File: src/rtl/oms_pkg.sv
// ----------------------------------------------------------------------------
// oms_pkg: shared types and constants of the outlier median smoother
// Request payload structs, register indexes and register reset values.
// ----------------------------------------------------------------------------
package oms_pkg;

  // sample word width, two's complement Q5.10
  localparam int SAMPLE_BITS = 16;

  // configuration port
  localparam int CFG_ADDR_W = 2;
  localparam int CFG_DATA_W = 15;

  localparam logic [CFG_ADDR_W-1:0] REG_HALF_WINDOW = 2'd0;
  localparam logic [CFG_ADDR_W-1:0] REG_THRESHOLD   = 2'd1;
  localparam logic [CFG_ADDR_W-1:0] REG_PULL_OFFSET = 2'd2;

  localparam logic [4:0]  HALF_WINDOW_RST = 5'd2;
  localparam logic [14:0] THRESHOLD_RST   = 15'd2048;
  localparam logic [14:0] PULL_OFFSET_RST = 15'd1024;

  // input request
  typedef struct packed {
    logic signed [SAMPLE_BITS-1:0] sample;
    logic                          segment_last;
  } in_item_t;

  // result request
  typedef struct packed {
    logic signed [SAMPLE_BITS-1:0] smoothed;
    logic                          was_outlier;
    logic                          run_last;
  } out_item_t;

endpackage

File: src/rtl/outlier_median_smoother_core.sv
// A window holds at most 2k+1 samples (k = effective half window). A new
//   request is taken only in idle, after every result that the previous one
//   releases has been emitted, so a result port stall holds input back.
//   One store read port serves all scans.
// Reset: synchronous, active low; clears window bookkeeping and the result
//   valid, loads register defaults; the sample store itself is not cleared.
// ----------------------------------------------------------------------------
// outlier_median_smoother_core: outlier smoothing over a sliding window
// Keeps the current segment in a circular store and, for each centered
// sample, scans its neighbors and, when it is an outlier, ranks the window to
// find the median, all through one sequencer and one store read port.
// ----------------------------------------------------------------------------
module outlier_median_smoother_core #(
  parameter int MAX_HALF_WINDOW = 16
) (
  input  logic                              clk,
  input  logic                              rst_n,
  // input requests
  input  logic                              in_valid,
  output logic                              in_ready,
  input  oms_pkg::in_item_t                 in_data,
  // result requests
  output logic                              out_valid,
  input  logic                              out_ready,
  output oms_pkg::out_item_t                out_data,
  // configuration writes
  input  logic                              cfg_wr_en,
  input  logic [oms_pkg::CFG_ADDR_W-1:0]    cfg_addr,
  input  logic [oms_pkg::CFG_DATA_W-1:0]    cfg_wdata
);

  localparam int DEPTH = 2 * MAX_HALF_WINDOW + 1;
  localparam int CW    = $clog2(DEPTH + 1);
  localparam int IW    = $clog2(DEPTH);
  localparam int SB    = oms_pkg::SAMPLE_BITS;
  localparam int EW    = ((SB > 15) ? SB : 15) + 2;

  localparam logic signed [EW-1:0] SMP_MAX = (EW'(1) <<< (SB - 1)) - EW'(1);
  localparam logic signed [EW-1:0] SMP_MIN = -(EW'(1) <<< (SB - 1));

  typedef enum logic [12:0] {
    S_IDLE   = 13'b0000000000001,
    S_PLAN   = 13'b0000000000010,
    S_CENTER = 13'b0000000000100,
    S_XWAIT  = 13'b0000000001000,
    S_NBR    = 13'b0000000010000,
    S_DECIDE = 13'b0000000100000,
    S_CAND   = 13'b0000001000000,
    S_CANDW  = 13'b0000010000000,
    S_INNER  = 13'b0000100000000,
    S_RANK   = 13'b0001000000000,
    S_MEDFIN = 13'b0010000000000,
    S_EMIT   = 13'b0100000000000,
    S_FINISH = 13'b1000000000000
  } state_t;

  // circular index: (a + b) mod DEPTH for a, b below DEPTH
  function automatic logic [CW-1:0] wrap_idx(input logic [CW-1:0] a,
                                             input logic [CW-1:0] b);
    logic [CW:0] s;
    s = {1'b0, a} + {1'b0, b};
    if (s >= (CW+1)'(DEPTH)) begin
      s = s - (CW+1)'(DEPTH);
    end
    return s[CW-1:0];
  endfunction

  // configuration registers
  logic [4:0]  cfg_half_window_r;
  logic [14:0] cfg_threshold_r;
  logic [14:0] cfg_pull_offset_r;

  // control registers
  state_t          state_r, state_nxt;
  logic [CW-1:0]   base_r, base_nxt;
  logic [CW-1:0]   filled_r, filled_nxt;
  logic [CW-1:0]   pending_r, pending_nxt;
  logic [CW-1:0]   k_r, k_nxt;
  logic [CW-1:0]   e_r, e_nxt;
  logic            last_r, last_nxt;
  logic [CW-1:0]   lo_r, lo_nxt;
  logic [CW-1:0]   hi_r, hi_nxt;
  logic [CW-1:0]   scan_j_r, scan_j_nxt;
  logic            iss_r, iss_nxt;
  logic            dv_r, dv_nxt;
  logic [CW-1:0]   jd_r, jd_nxt;
  logic            any_r, any_nxt;
  logic            near_r, near_nxt;
  logic            up_r, up_nxt;
  logic            down_r, down_nxt;
  logic [CW-1:0]   cand_r, cand_nxt;
  logic [CW-1:0]   lt_r, lt_nxt;
  logic [CW-1:0]   le_r, le_nxt;
  logic [CW-1:0]   rlo_r, rlo_nxt;
  logic [CW-1:0]   rhi_r, rhi_nxt;
  logic            out_valid_r, out_valid_nxt;

  // payload registers
  logic signed [SB-1:0] x_r, x_nxt;
  logic signed [SB-1:0] cv_r, cv_nxt;
  logic signed [SB-1:0] tlo_r, tlo_nxt;
  logic signed [SB-1:0] thi_r, thi_nxt;
  logic signed [SB-1:0] res_r, res_nxt;
  logic                 repl_r, repl_nxt;
  oms_pkg::out_item_t   out_data_r, out_data_nxt;

  // store ports
  logic          rd_en;
  logic [CW-1:0] rd_idx;
  logic [CW-1:0] rd_phys;
  logic [SB-1:0] rd_data;
  logic          wr_en;
  logic [CW-1:0] wr_phys;

  // admission bookkeeping: drop the oldest entry when the store is full
  logic          full;
  logic [CW-1:0] base_adj;
  logic [CW-1:0] filled_adj;
  logic [CW-1:0] pend_adj;
  logic [CW-1:0] k_eff;

  assign full       = (filled_r == CW'(DEPTH));
  assign base_adj   = full ? wrap_idx(base_r, CW'(1)) : base_r;
  assign filled_adj = full ? CW'(DEPTH - 1) : filled_r;
  assign pend_adj   = (full && (pending_r != '0)) ? pending_r - CW'(1) : pending_r;
  assign wr_phys    = wrap_idx(base_adj, filled_adj);
  assign wr_en      = in_valid && in_ready;
  assign rd_phys    = wrap_idx(base_r, rd_idx);

  // effective half window, clipped to the store size
  assign k_eff = ({3'b000, cfg_half_window_r} > 8'(MAX_HALF_WINDOW))
               ? CW'(MAX_HALF_WINDOW) : CW'(cfg_half_window_r);

  assign in_ready  = (state_r == S_IDLE);
  assign out_valid = out_valid_r;
  assign out_data  = out_data_r;

  oms_ram #(
    .WIDTH (SB),
    .DEPTH (DEPTH)
  ) u_store (
    .clk     (clk),
    .wr_en   (wr_en),
    .wr_addr (wr_phys[IW-1:0]),
    .wr_data (in_data.sample),
    .rd_en   (rd_en),
    .rd_addr (rd_phys[IW-1:0]),
    .rd_data (rd_data)
  );

  // datapath helpers
  logic signed [SB-1:0] sv;
  logic signed [EW-1:0] diff;
  logic signed [EW-1:0] thr_x;
  logic                 is_near;
  logic [CW:0]          cpk;
  logic [CW-1:0]        fm1;
  logic [CW-1:0]        win_n;
  logic signed [SB:0]   msum;
  logic signed [SB:0]   med;
  logic signed [EW-1:0] pulled;
  logic signed [EW-1:0] clamped;
  logic                 out_free;
  logic                 is_outlier;

  assign sv       = $signed(rd_data);
  assign diff     = EW'(x_r) - EW'(sv);
  assign thr_x    = $signed({{(EW-15){1'b0}}, cfg_threshold_r});
  assign is_near  = (diff <= thr_x) && (diff >= -thr_x);
  assign cpk      = {1'b0, pending_r} + {1'b0, k_r};
  assign fm1      = filled_r - CW'(1);
  assign win_n    = hi_r - lo_r + CW'(1);
  assign msum     = {tlo_r[SB-1], tlo_r} + {thi_r[SB-1], thi_r};
  assign med      = msum >>> 1;
  assign pulled   = down_r ? (EW'(med) + $signed({{(EW-15){1'b0}}, cfg_pull_offset_r}))
                           : (EW'(med) - $signed({{(EW-15){1'b0}}, cfg_pull_offset_r}));
  assign clamped  = (pulled > SMP_MAX) ? SMP_MAX : ((pulled < SMP_MIN) ? SMP_MIN : pulled);
  assign out_free = !out_valid_r || out_ready;
  assign is_outlier = any_r && !near_r && !(up_r && down_r);

  // sequencer
  always_comb begin
    state_nxt     = state_r;
    base_nxt      = base_r;
    filled_nxt    = filled_r;
    pending_nxt   = pending_r;
    k_nxt         = k_r;
    e_nxt         = e_r;
    last_nxt      = last_r;
    lo_nxt        = lo_r;
    hi_nxt        = hi_r;
    scan_j_nxt    = scan_j_r;
    iss_nxt       = iss_r;
    dv_nxt        = dv_r;
    jd_nxt        = jd_r;
    any_nxt       = any_r;
    near_nxt      = near_r;
    up_nxt        = up_r;
    down_nxt      = down_r;
    cand_nxt      = cand_r;
    lt_nxt        = lt_r;
    le_nxt        = le_r;
    rlo_nxt       = rlo_r;
    rhi_nxt       = rhi_r;
    x_nxt         = x_r;
    cv_nxt        = cv_r;
    tlo_nxt       = tlo_r;
    thi_nxt       = thi_r;
    res_nxt       = res_r;
    repl_nxt      = repl_r;
    out_data_nxt  = out_data_r;
    out_valid_nxt = out_valid_r && !out_ready;
    rd_en         = 1'b0;
    rd_idx        = scan_j_r;

    // shared window scan: one store read issued per cycle, data in the next cycle
    if ((state_r == S_NBR) || (state_r == S_INNER)) begin
      if (iss_r) begin
        rd_en      = 1'b1;
        rd_idx     = scan_j_r;
        dv_nxt     = 1'b1;
        jd_nxt     = scan_j_r;
        if (scan_j_r == hi_r) begin
          iss_nxt = 1'b0;
        end else begin
          scan_j_nxt = scan_j_r + CW'(1);
        end
      end else begin
        dv_nxt = 1'b0;
      end
    end

    unique case (state_r)
      S_IDLE: begin
        if (in_valid) begin
          base_nxt    = base_adj;
          filled_nxt  = filled_adj + CW'(1);
          pending_nxt = pend_adj;
          last_nxt    = in_data.segment_last;
          state_nxt   = S_PLAN;
        end
      end

      // find the last center this request releases
      S_PLAN: begin
        k_nxt = k_eff;
        if (last_r) begin
          e_nxt     = fm1;
          state_nxt = S_CENTER;
        end else if ({1'b0, filled_r} >= ({1'b0, pending_r} + {1'b0, k_eff} + (CW+1)'(1))) begin
          e_nxt     = fm1 - k_eff;
          state_nxt = S_CENTER;
        end else begin
          state_nxt = S_FINISH;
        end
      end

      // window bounds, clipped at the segment edges; fetch the center
      S_CENTER: begin
        lo_nxt     = (pending_r > k_r) ? pending_r - k_r : '0;
        hi_nxt     = (cpk > {1'b0, fm1}) ? fm1 : cpk[CW-1:0];
        rd_en      = 1'b1;
        rd_idx     = pending_r;
        scan_j_nxt = (pending_r > k_r) ? pending_r - k_r : '0;
        iss_nxt    = 1'b1;
        dv_nxt     = 1'b0;
        any_nxt    = 1'b0;
        near_nxt   = 1'b0;
        up_nxt     = 1'b0;
        down_nxt   = 1'b0;
        state_nxt  = S_XWAIT;
      end

      S_XWAIT: begin
        x_nxt     = sv;
        state_nxt = S_NBR;
      end

      // neighbor distance pass
      S_NBR: begin
        if (dv_r) begin
          if (jd_r != pending_r) begin
            any_nxt = 1'b1;
            if (is_near) begin
              near_nxt = 1'b1;
            end else if (diff > 0) begin
              down_nxt = 1'b1;
            end else begin
              up_nxt = 1'b1;
            end
          end
          if (jd_r == hi_r) begin
            state_nxt = S_DECIDE;
          end
        end
      end

      S_DECIDE: begin
        if (is_outlier) begin
          rlo_nxt   = (win_n - CW'(1)) >> 1;
          rhi_nxt   = win_n >> 1;
          cand_nxt  = lo_r;
          state_nxt = S_CAND;
        end else begin
          res_nxt   = x_r;
          repl_nxt  = 1'b0;
          state_nxt = S_EMIT;
        end
      end

      // median by rank: fetch one candidate, count entries below it
      S_CAND: begin
        rd_en     = 1'b1;
        rd_idx    = cand_r;
        state_nxt = S_CANDW;
      end

      S_CANDW: begin
        cv_nxt     = sv;
        lt_nxt     = '0;
        le_nxt     = '0;
        scan_j_nxt = lo_r;
        iss_nxt    = 1'b1;
        dv_nxt     = 1'b0;
        state_nxt  = S_INNER;
      end

      S_INNER: begin
        if (dv_r) begin
          if (sv < cv_r) begin
            lt_nxt = lt_r + CW'(1);
          end
          if (sv <= cv_r) begin
            le_nxt = le_r + CW'(1);
          end
          if (jd_r == hi_r) begin
            state_nxt = S_RANK;
          end
        end
      end

      // candidate covers sorted positions lt .. le-1
      S_RANK: begin
        if ((lt_r <= rlo_r) && (rlo_r < le_r)) begin
          tlo_nxt = cv_r;
        end
        if ((lt_r <= rhi_r) && (rhi_r < le_r)) begin
          thi_nxt = cv_r;
        end
        if (cand_r == hi_r) begin
          state_nxt = S_MEDFIN;
        end else begin
          cand_nxt  = cand_r + CW'(1);
          state_nxt = S_CAND;
        end
      end

      // median +/- offset, saturated
      S_MEDFIN: begin
        res_nxt   = clamped[SB-1:0];
        repl_nxt  = 1'b1;
        state_nxt = S_EMIT;
      end

      S_EMIT: begin
        if (out_free) begin
          out_valid_nxt            = 1'b1;
          out_data_nxt.smoothed    = res_r;
          out_data_nxt.was_outlier = repl_r;
          out_data_nxt.run_last    = (pending_r == e_r);
          pending_nxt              = pending_r + CW'(1);
          state_nxt                = (pending_r == e_r) ? S_FINISH : S_CENTER;
        end
      end

      // end of segment resets the window; otherwise trim old left context
      S_FINISH: begin
        if (last_r) begin
          base_nxt    = '0;
          filled_nxt  = '0;
          pending_nxt = '0;
        end else if (pending_r > k_r) begin
          base_nxt    = wrap_idx(base_r, pending_r - k_r);
          filled_nxt  = filled_r - (pending_r - k_r);
          pending_nxt = k_r;
        end
        state_nxt = S_IDLE;
      end

      default: begin
        state_nxt = S_IDLE;
      end
    endcase
  end

  // configuration registers
  always_ff @(posedge clk) begin
    if (!rst_n) begin
      cfg_half_window_r <= oms_pkg::HALF_WINDOW_RST;
      cfg_threshold_r   <= oms_pkg::THRESHOLD_RST;
      cfg_pull_offset_r <= oms_pkg::PULL_OFFSET_RST;
    end else if (cfg_wr_en) begin
      unique case (cfg_addr)
        oms_pkg::REG_HALF_WINDOW: cfg_half_window_r <= cfg_wdata[4:0];
        oms_pkg::REG_THRESHOLD:   cfg_threshold_r   <= cfg_wdata[14:0];
        oms_pkg::REG_PULL_OFFSET: cfg_pull_offset_r <= cfg_wdata[14:0];
        default: begin
        end
      endcase
    end
  end

  // control state
  always_ff @(posedge clk) begin
    if (!rst_n) begin
      state_r     <= S_IDLE;
      base_r      <= '0;
      filled_r    <= '0;
      pending_r   <= '0;
      k_r         <= '0;
      e_r         <= '0;
      last_r      <= 1'b0;
      lo_r        <= '0;
      hi_r        <= '0;
      scan_j_r    <= '0;
      iss_r       <= 1'b0;
      dv_r        <= 1'b0;
      jd_r        <= '0;
      any_r       <= 1'b0;
      near_r      <= 1'b0;
      up_r        <= 1'b0;
      down_r      <= 1'b0;
      cand_r      <= '0;
      lt_r        <= '0;
      le_r        <= '0;
      rlo_r       <= '0;
      rhi_r       <= '0;
      out_valid_r <= 1'b0;
    end else begin
      state_r     <= state_nxt;
      base_r      <= base_nxt;
      filled_r    <= filled_nxt;
      pending_r   <= pending_nxt;
      k_r         <= k_nxt;
      e_r         <= e_nxt;
      last_r      <= last_nxt;
      lo_r        <= lo_nxt;
      hi_r        <= hi_nxt;
      scan_j_r    <= scan_j_nxt;
      iss_r       <= iss_nxt;
      dv_r        <= dv_nxt;
      jd_r        <= jd_nxt;
      any_r       <= any_nxt;
      near_r      <= near_nxt;
      up_r        <= up_nxt;
      down_r      <= down_nxt;
      cand_r      <= cand_nxt;
      lt_r        <= lt_nxt;
      le_r        <= le_nxt;
      rlo_r       <= rlo_nxt;
      rhi_r       <= rhi_nxt;
      out_valid_r <= out_valid_nxt;
    end
  end

  // payload registers
  always_ff @(posedge clk) begin
    x_r        <= x_nxt;
    cv_r       <= cv_nxt;
    tlo_r      <= tlo_nxt;
    thi_r      <= thi_nxt;
    res_r      <= res_nxt;
    repl_r     <= repl_nxt;
    out_data_r <= out_data_nxt;
  end

  // window bookkeeping stays consistent
  assert property (@(posedge clk) disable iff (!rst_n)
    pending_r <= filled_r)
    else $error("pending center beyond filled entries");

  assert property (@(posedge clk) disable iff (!rst_n)
    filled_r <= CW'(DEPTH))
    else $error("window store overfilled");

  // between requests no more than k samples of left context wait
  assert property (@(posedge clk) disable iff (!rst_n)
    (state_r == S_IDLE) |-> (pending_r <= k_r))
    else $error("left context not trimmed");

  // segment end empties the window
  assert property (@(posedge clk) disable iff (!rst_n)
    ((state_r == S_FINISH) && last_r) |=> (filled_r == '0) && (pending_r == '0))
    else $error("segment end did not flush the window");

  // the two middle ranks come out ordered
  assert property (@(posedge clk) disable iff (!rst_n)
    (state_r == S_MEDFIN) |-> (tlo_r <= thi_r))
    else $error("median middle values out of order");

endmodule

File: src/rtl/oms_ram.sv
// ----------------------------------------------------------------------------
// oms_ram: generic single-write, single-read RAM
// One write port, one read port with registered read data.
// ----------------------------------------------------------------------------
module oms_ram #(
  parameter int WIDTH = 16,
  parameter int DEPTH = 33
) (
  input  logic                     clk,
  input  logic                     wr_en,
  input  logic [$clog2(DEPTH)-1:0] wr_addr,
  input  logic [WIDTH-1:0]         wr_data,
  input  logic                     rd_en,
  input  logic [$clog2(DEPTH)-1:0] rd_addr,
  output logic [WIDTH-1:0]         rd_data
);

  logic [WIDTH-1:0] mem [DEPTH];

  // write port
  always_ff @(posedge clk) begin
    if (wr_en) begin
      mem[wr_addr] <= wr_data;
    end
  end

  // registered read port
  always_ff @(posedge clk) begin
    if (rd_en) begin
      rd_data <= mem[rd_addr];
    end
  end

endmodule
File: config.mk
export PLATFORM = sky130hd
export DESIGN_NAME = outlier_median_smoother_core
export DESIGN_NICKNAME = d
export VERILOG_FILES = /design/src/rtl/oms_pkg.sv /design/src/rtl/outlier_median_smoother_core.sv /design/src/rtl/oms_ram.sv
export SDC_FILE = /design/constraint.sdc
export NUM_CORES = 1
export LEC_CHECK = 0
export BUFFER_PORTS_ARGS = -buffer_cell sky130_fd_sc_hd__buf_4
export CAP_MARGIN = 20
export CELL_PAD_IN_SITES_DETAIL_PLACEMENT = 0
export CELL_PAD_IN_SITES_GLOBAL_PLACEMENT = 1
export CORE_MARGIN = 2
export CORE_UTILIZATION = 53
export DETAILED_ROUTE_END_ITERATION = 12
export PLACE_DENSITY = 0.85
export REMOVE_ABC_BUFFERS = 1
export SLEW_MARGIN = 25
export SYNTH_ARGS = -nofsm -noshare
export SYNTH_HDL_FRONTEND = slang
export SYNTH_HIERARCHICAL = 1
export SYNTH_SLANG_ARGS = --single-unit
File: constraint.sdc
create_clock -name clk -period 6.6 [get_ports clk]
set_input_delay 1.98 -clock clk [delete_from_list [all_inputs] [get_ports clk]]
set_output_delay 1.98 -clock clk [all_outputs]
set_load 0.1 [all_outputs]
* After elaboration in Yosys (flattened, before gate mapping)
Memory sizes are Yosys's and may differ from the RTL's. A register that Yosys moved wholly into a read port is not among the register bits. Cells that the tools add are included.
Word-level totals: memory bits (writable) 528, memories kept 1, logic and storage cells 264, input port bits 39, output and inout bits 20, flip-flop bits (word level) 237
Cells by class: add/sub/neg operators 30, bitwise operators 1, magnitude comparators 19, mux-type cells 86, reduce and logical (&&, ||, !) cells 52, equality and inequality tests 40
Memory list:
- u_store.mem | depth 33, width 16, rd ports 1, clocked after memory_dff 1, wr ports 1, RTL line oms_ram.sv:18 | logic [WIDTH-1:0] mem [DEPTH];
Operators with widths (count):
- 6-bit 2-to-1 mux | 30
- 13-bit case mux with 12 select lines | 1
- 13-bit 2-to-1 mux | 9
- 6-bit case mux with 2 select lines | 7
- 16-bit 2-to-1 mux | 3
- 6-bit by 1-bit adder with 6-bit output, second input constant | 7
- 16-bit by 16-bit adder with 17-bit output | 2
- 16-bit by 16-bit subtractor with 17-bit output | 2
- 16-bit case mux with 2 select lines | 1
- 6-bit by 6-bit adder with 7-bit output | 4
- 7-bit by 6-bit >= comparator with 1-bit output, second input constant | 4
- 1-bit 2-to-1 mux | 25
- 6-bit == test | 4
- 6-bit subtractor, second input constant | 4
- 2-bit AND reduction | 11
- 2-bit inequality test, second input constant | 10
- 17-bit by 18-bit >= comparator with 1-bit output | 1
- 18-bit by 16-bit greater-than comparator with 1-bit output, second input constant | 1
- 18-bit by 16-bit < comparator with 1-bit output, second input constant | 1
- 18-bit 2-to-1 mux | 1
- 15-bit negator with 18-bit output | 1
- 6-bit case mux with 3 select lines | 1
- 3-bit AND reduction | 6
- 6-bit by 1-bit subtractor with 6-bit output, second input constant | 3
- 52 further kinds | 89

* Logic depth before layout (Yosys ltp)
depth in word-level cells 8, mapped depth 26, gate-level depth less buffers 24

* Hierarchy
Netlist, hierarchy kept.
Modules (own cells, without submodules):
- oms_ram | area each 21229.1 um^2, times used 1, sequential area each 16335.7 um^2, cells an instance 1131
- outlier_median_smoother_core | area each 17568.1 um^2, times used 1, sequential area each 5715.5 um^2, cells an instance 2036

* Least setup slack after synthesis
No wires, ideal clock.
kind register -> register, from register state_r[9], to register u_store.rd_data[10] (read register of u_store.mem) (data pin), required time 6320 ps, arrival time 5541 ps, cell stages (with the launch flop) 25, clock period less this slack 5820 ps, library setup time 280 ps, path slack 780 ps, path buffers 4, cells stage by stage dfxtp_1 > or2_1 > nor2_1 > nand3_1 > nor3b_1 > clkbuf_1 > a22oi_1 > nand2_1 > ha_1 > inv_1 > fa_1 > xnor2_1 > or3b_2 > nor3_1 > nand2_1 > a221oi_1 > nand2b_1 > xnor2_1 > nor2b_1 > buf_2 > buf_1 > clkbuf_1 > a22oi_1 > a21oi_1 > o41ai_2
Between the ends: word-level cells in the longest chain between the ends 5, elaborated cells between the ends (all ways) 13, those cells by class add/sub: 2; order compare: 1; eq/ne: 4; mux: 4; reduce/logical: 2
Ends and longest elaborated chain:
- from (decl) | RTL line outlier_median_smoother_core.sv:74 | state_t state_r, state_nxt;
- from (signal assigned) | RTL line outlier_median_smoother_core.sv:440 | state_r <= state_nxt;
- 13-bit by 7-bit == test with 1-bit output or 13-bit by 3-bit == test with 1-bit output (tied branches) | RTL line outlier_median_smoother_core.sv:233 | unique case (state_r)
- 6-bit case mux with 2 select lines * | RTL line outlier_median_smoother_core.sv:233
- 6-bit by 6-bit adder with 7-bit output * | RTL line outlier_median_smoother_core.sv:61 | s = {1'b0, a} + {1'b0, b};
- 6-bit subtractor or 7-bit by 6-bit >= comparator with 1-bit output (tied branches) | RTL line outlier_median_smoother_core.sv:63, outlier_median_smoother_core.sv:62
- 6-bit 2-to-1 mux * | RTL line outlier_median_smoother_core.sv:62 | if (s >= (CW+1)'(DEPTH)) begin
- named net rd_phys[2] | RTL line outlier_median_smoother_core.sv:110 | logic [CW-1:0] rd_phys;
- to (decl) | RTL line oms_ram.sv:15 | output logic [WIDTH-1:0] rd_data
The timed path passes the listed nets; every way through them passes the cells marked *. A chain may end at the register's enable or synchronous reset.

* Worst setup path after layout
from register state_r[12], to register u_store.rd_data[5] (read register of u_store.mem) (data pin)
The elaborated chain is that of the path after synthesis.

==> metrics.md <==
| Metric | Value |
|---|---|
| Vias in the first global route | `25600` |
| Final Core Density | `0.596` |
| Sw Share | `0.270` |
| Final Skew | `39.8 ps` |
| Top_reg_cell synth | `edfxtp_1` |
| Diodes inserted | `0` |
| Period minus WS final | `6330 ps` |
| Pwr per Cell Area | `280 mW/mm^2` |
| Status | `finished clean` |
| CTS Root Cell | `clkbuf_16` |
| Final WL | `99.9 mm` |
| Yosys cell types | `91` |
| Area growth syn-to-layout | `11.6%` |
| Chip height | `275 um` |
| DR WL/cell | `23.4 um` |
| TritonCTS clock tree | `yes` |
| 1st-pass router iterations | `6` |
| Worst setup margin | `268 ps` |
| Mean area per synthesized cell | `12.3 um^2` |
| CTS H-Tree Depth | `3` |
| Worst min-delay path class | `flop to flop` |
| Port Buffers | `58` |
| Final net count | `3496` |
| Fin. Hold Viols | `0` |
| Initial drt markers | `2644` |
| Core Region | `0.0727 mm^2` |
| Met3 WL | `6.47 mm` |
| Placed insts | `4119` |
| Register share of total power | `0.456` |
| Rows | `99` |
| Async set-reset flop share out of synthesis | `0` |
| Die Footprint | `0.0754 mm^2` |
| Synth top cells by count | `edfxtp_1, mux2i_1, nand2_1, a21oi_1, ha_1` |
| Initial antenna violation count | `1` |
| Total CTS buffers | `82` |
| Max Freq | `0.158 GHz` |
| I/O pin count | `59` |
| Power Internal | `8.84 mW` |
| Die width | `275 um` |
| RD Place Congestion | `0.915` |
| Finish-stage setup viols | `0` |
| Seq. cell area | `0.0221 mm^2` |
| Clock slew at reported path FFs | `60 ps` |
| Filler cell count | `5652` |
| Multi-input logic area | `0.0155 mm^2` |
| Effective utilization at floorplan | `0.534` |
| CTS sink count | `780` |
| Overflow after GRT | `0` |
| Setup TNS | `0 ps` |
| Power share of the clock group | `0.387` |
| Synthesized instance count | `3167` |
| Area share of the largest cell type after synthesis | `0.498` |
| Fin. max-slew vios | `0` |
| Worst skew pair latency | `660 ps` |
| DR vias | `26200` |
| Total power | `12.1 mW` |
| Routed Antenna Nets | `0` |
| Most common cell in the netlist | `edfxtp_1` |
| WL met2 | `49.1 mm` |
| Share of post-route cells with drive strength above 1 | `0.104` |
| CP arrival | `6800 ps` |
| Vias per cell | `6.13` |
| Yosys reg bits | `780` |
| Wire length on met1 | `41.2 mm` |
| Post-route cell area | `0.0433 mm^2` |
| DRC | `0` |
| Global-route wire length before repair | `151 mm` |
| Area leader, netlist | `edfxtp_1` |
| Crit start category | `flop` |
| Type of the worst setup path | `flop to flop` |
| Slew margin rel. | `0.320` |
| Peak supply drop | `0.254 mV` |
| EDFF count, synth | `643` |
| Dpl cell area | `0.0404 mm^2` |
| Max layer used | `met4` |
| Largest fanout on the critical path | `42` |
| Period utilization | `0.959` |
| Yosys warns | `6` |
| Clock Tree Buf Depth | `3` |
| MaxCap Viol Count | `0` |
| Comb power frac | `0.157` |
| Leakage | `15.3 nW` |
| Switching power total | `3.27 mW` |
| Register area share after synthesis | `0.568` |
| Largest net degree at the start of global routing | `75` |
| Worst hold slack | `419 ps` |
| Synth top area cells | `edfxtp_1, mux2i_1, dfxtp_1` |
| Slew @ Worst Pin | `1020 ps` |
| DP HPWL | `68.0 mm` |
| Worst Path Required | `7070 ps` |
| CP endpoint kind | `flop` |
| Gr usage total | `0.263` |
| Unrepaired setup endpoints after global routing | `yes` |
| Post-Syn Area | `0.0388 mm^2` |
| Layout Cells excl Fill | `4272` |
| Dpl ws | `137 ps` |
[routing by layer]
metal,up-vias,global-route usage
met4,0,0.0858
met1,12900,0.347
li1,12000,-
met5,-,0
met3,184,0.0370
met2,1042,0.448
[layout by cell type (no fill, tap or decap), types with 12 or more instances in the layout]
cell,n
o41ai_2,15
o22ai_1,23
a22o_1,38
dfxtp_1,136
nor4_1,16
clkbuf_16,84
ha_1,198
a21o_1,58
and3_1,26
a21oi_1,218
or3_1,16
xnor2_1,85
mux2i_1,282
nor3_1,48
a31oi_1,15
o21ai_0,87
a22oi_1,76
xor2_1,59
edfxtp_1,643
buf_4,125
a211oi_1,15
nor2_1,185
nand3_1,51
nand2b_1,26
inv_1,154
a221oi_1,35
clkinv_2,12
fa_1,13
clkbuf_1,16
nand4_1,27
o21bai_1,13
o21a_1,21
nor2b_1,24
nand2_1,221
[repair_timing]
action	CTS	global route
setup endpoints to repair	0	302
resized for setup	0	15
setup buffers	0	1
hold buffers	0	0
[critical path: stages, from the launching register on]
cell and delay, ps:
dfxtp_1 420, nor2_1 120, and3_1 220, nand3_1 150
nor3b_1 80, buf_4 160, nor2_1 400, and2_0 200
a221o_1 190, inv_1 80, fa_1 430, xnor2_1 180
or3b_2 490, nor3_2 230, nand2_1 80, a221oi_1 290
buf_4 200, xnor2_2 250, buf_12 350, mux2i_1 130
a22o_1 270, a221oi_1 460, o22ai_1 360, o41ai_2 390
[state kept, by name, summed over array words and instances (netlist names), 13 cells and up]
register and flops:
cfg_pull_offset_r 15, thi_r 16, u_store/rd_data 16, u_store/mem 528, tlo_r 16, x_r 16
cfg_threshold_r 15, cv_r 16, res_r 16, out_data 18, state_r 13
[cell families after synthesis]
kind of cell | after synthesis | synth area share
flip-flops | 780 | 0.568
AND/OR/NAND/NOR | 730 | 0.0917
AO/OA/AOI/OAI | 698 | 0.123
buffers and inverters | 297 | 0.0345
multiplexers | 292 | 0.0756
adder cells (fa/ha/maj) | 220 | 0.0729
XOR/XNOR | 150 | 0.0342
[power groups by stage]
stage	Combinational, mW	Sequential (mW)	Clock [mW]
CTS	1.87	5.52	4.75
global placement	1.81	5.62	0
floorplan	1.28	5.59	0
detailed placement	1.85	5.62	0
global route	2.07	5.52	4.94
finish	1.90	5.52	4.69
[area by class of cell]
type / instances / share of cell area
clock buffer: 104 / 0.0509
clock inverter: 47 / 0.0132
inverter: 156 / 0.0135
multi-input combinational: 2090 / 0.359
sequential: 780 / 0.509
tap: 959 / 0.0277
timing repair buffer: 136 / 0.0265
[worst paths after layout]
kind | start | to | slack (ps) | depth (start not counted)
max reg2reg | state_r[12]$_SDFFE_PN0P_ | u_store/rd_data[5]$_DFFE_PP_ | 270 | 23
max | state_r[12]$_SDFFE_PN0P_ | u_store/rd_data[5]$_DFFE_PP_ | 270 | 23
min reg2reg | res_r[13]$_DFFE_PP_ | out_data[15]$_DFFE_PP_ | 420 | 0
min | res_r[13]$_DFFE_PP_ | out_data[15]$_DFFE_PP_ | 420 | 0
Note: power is estimated with default switching activity, not from simulation.
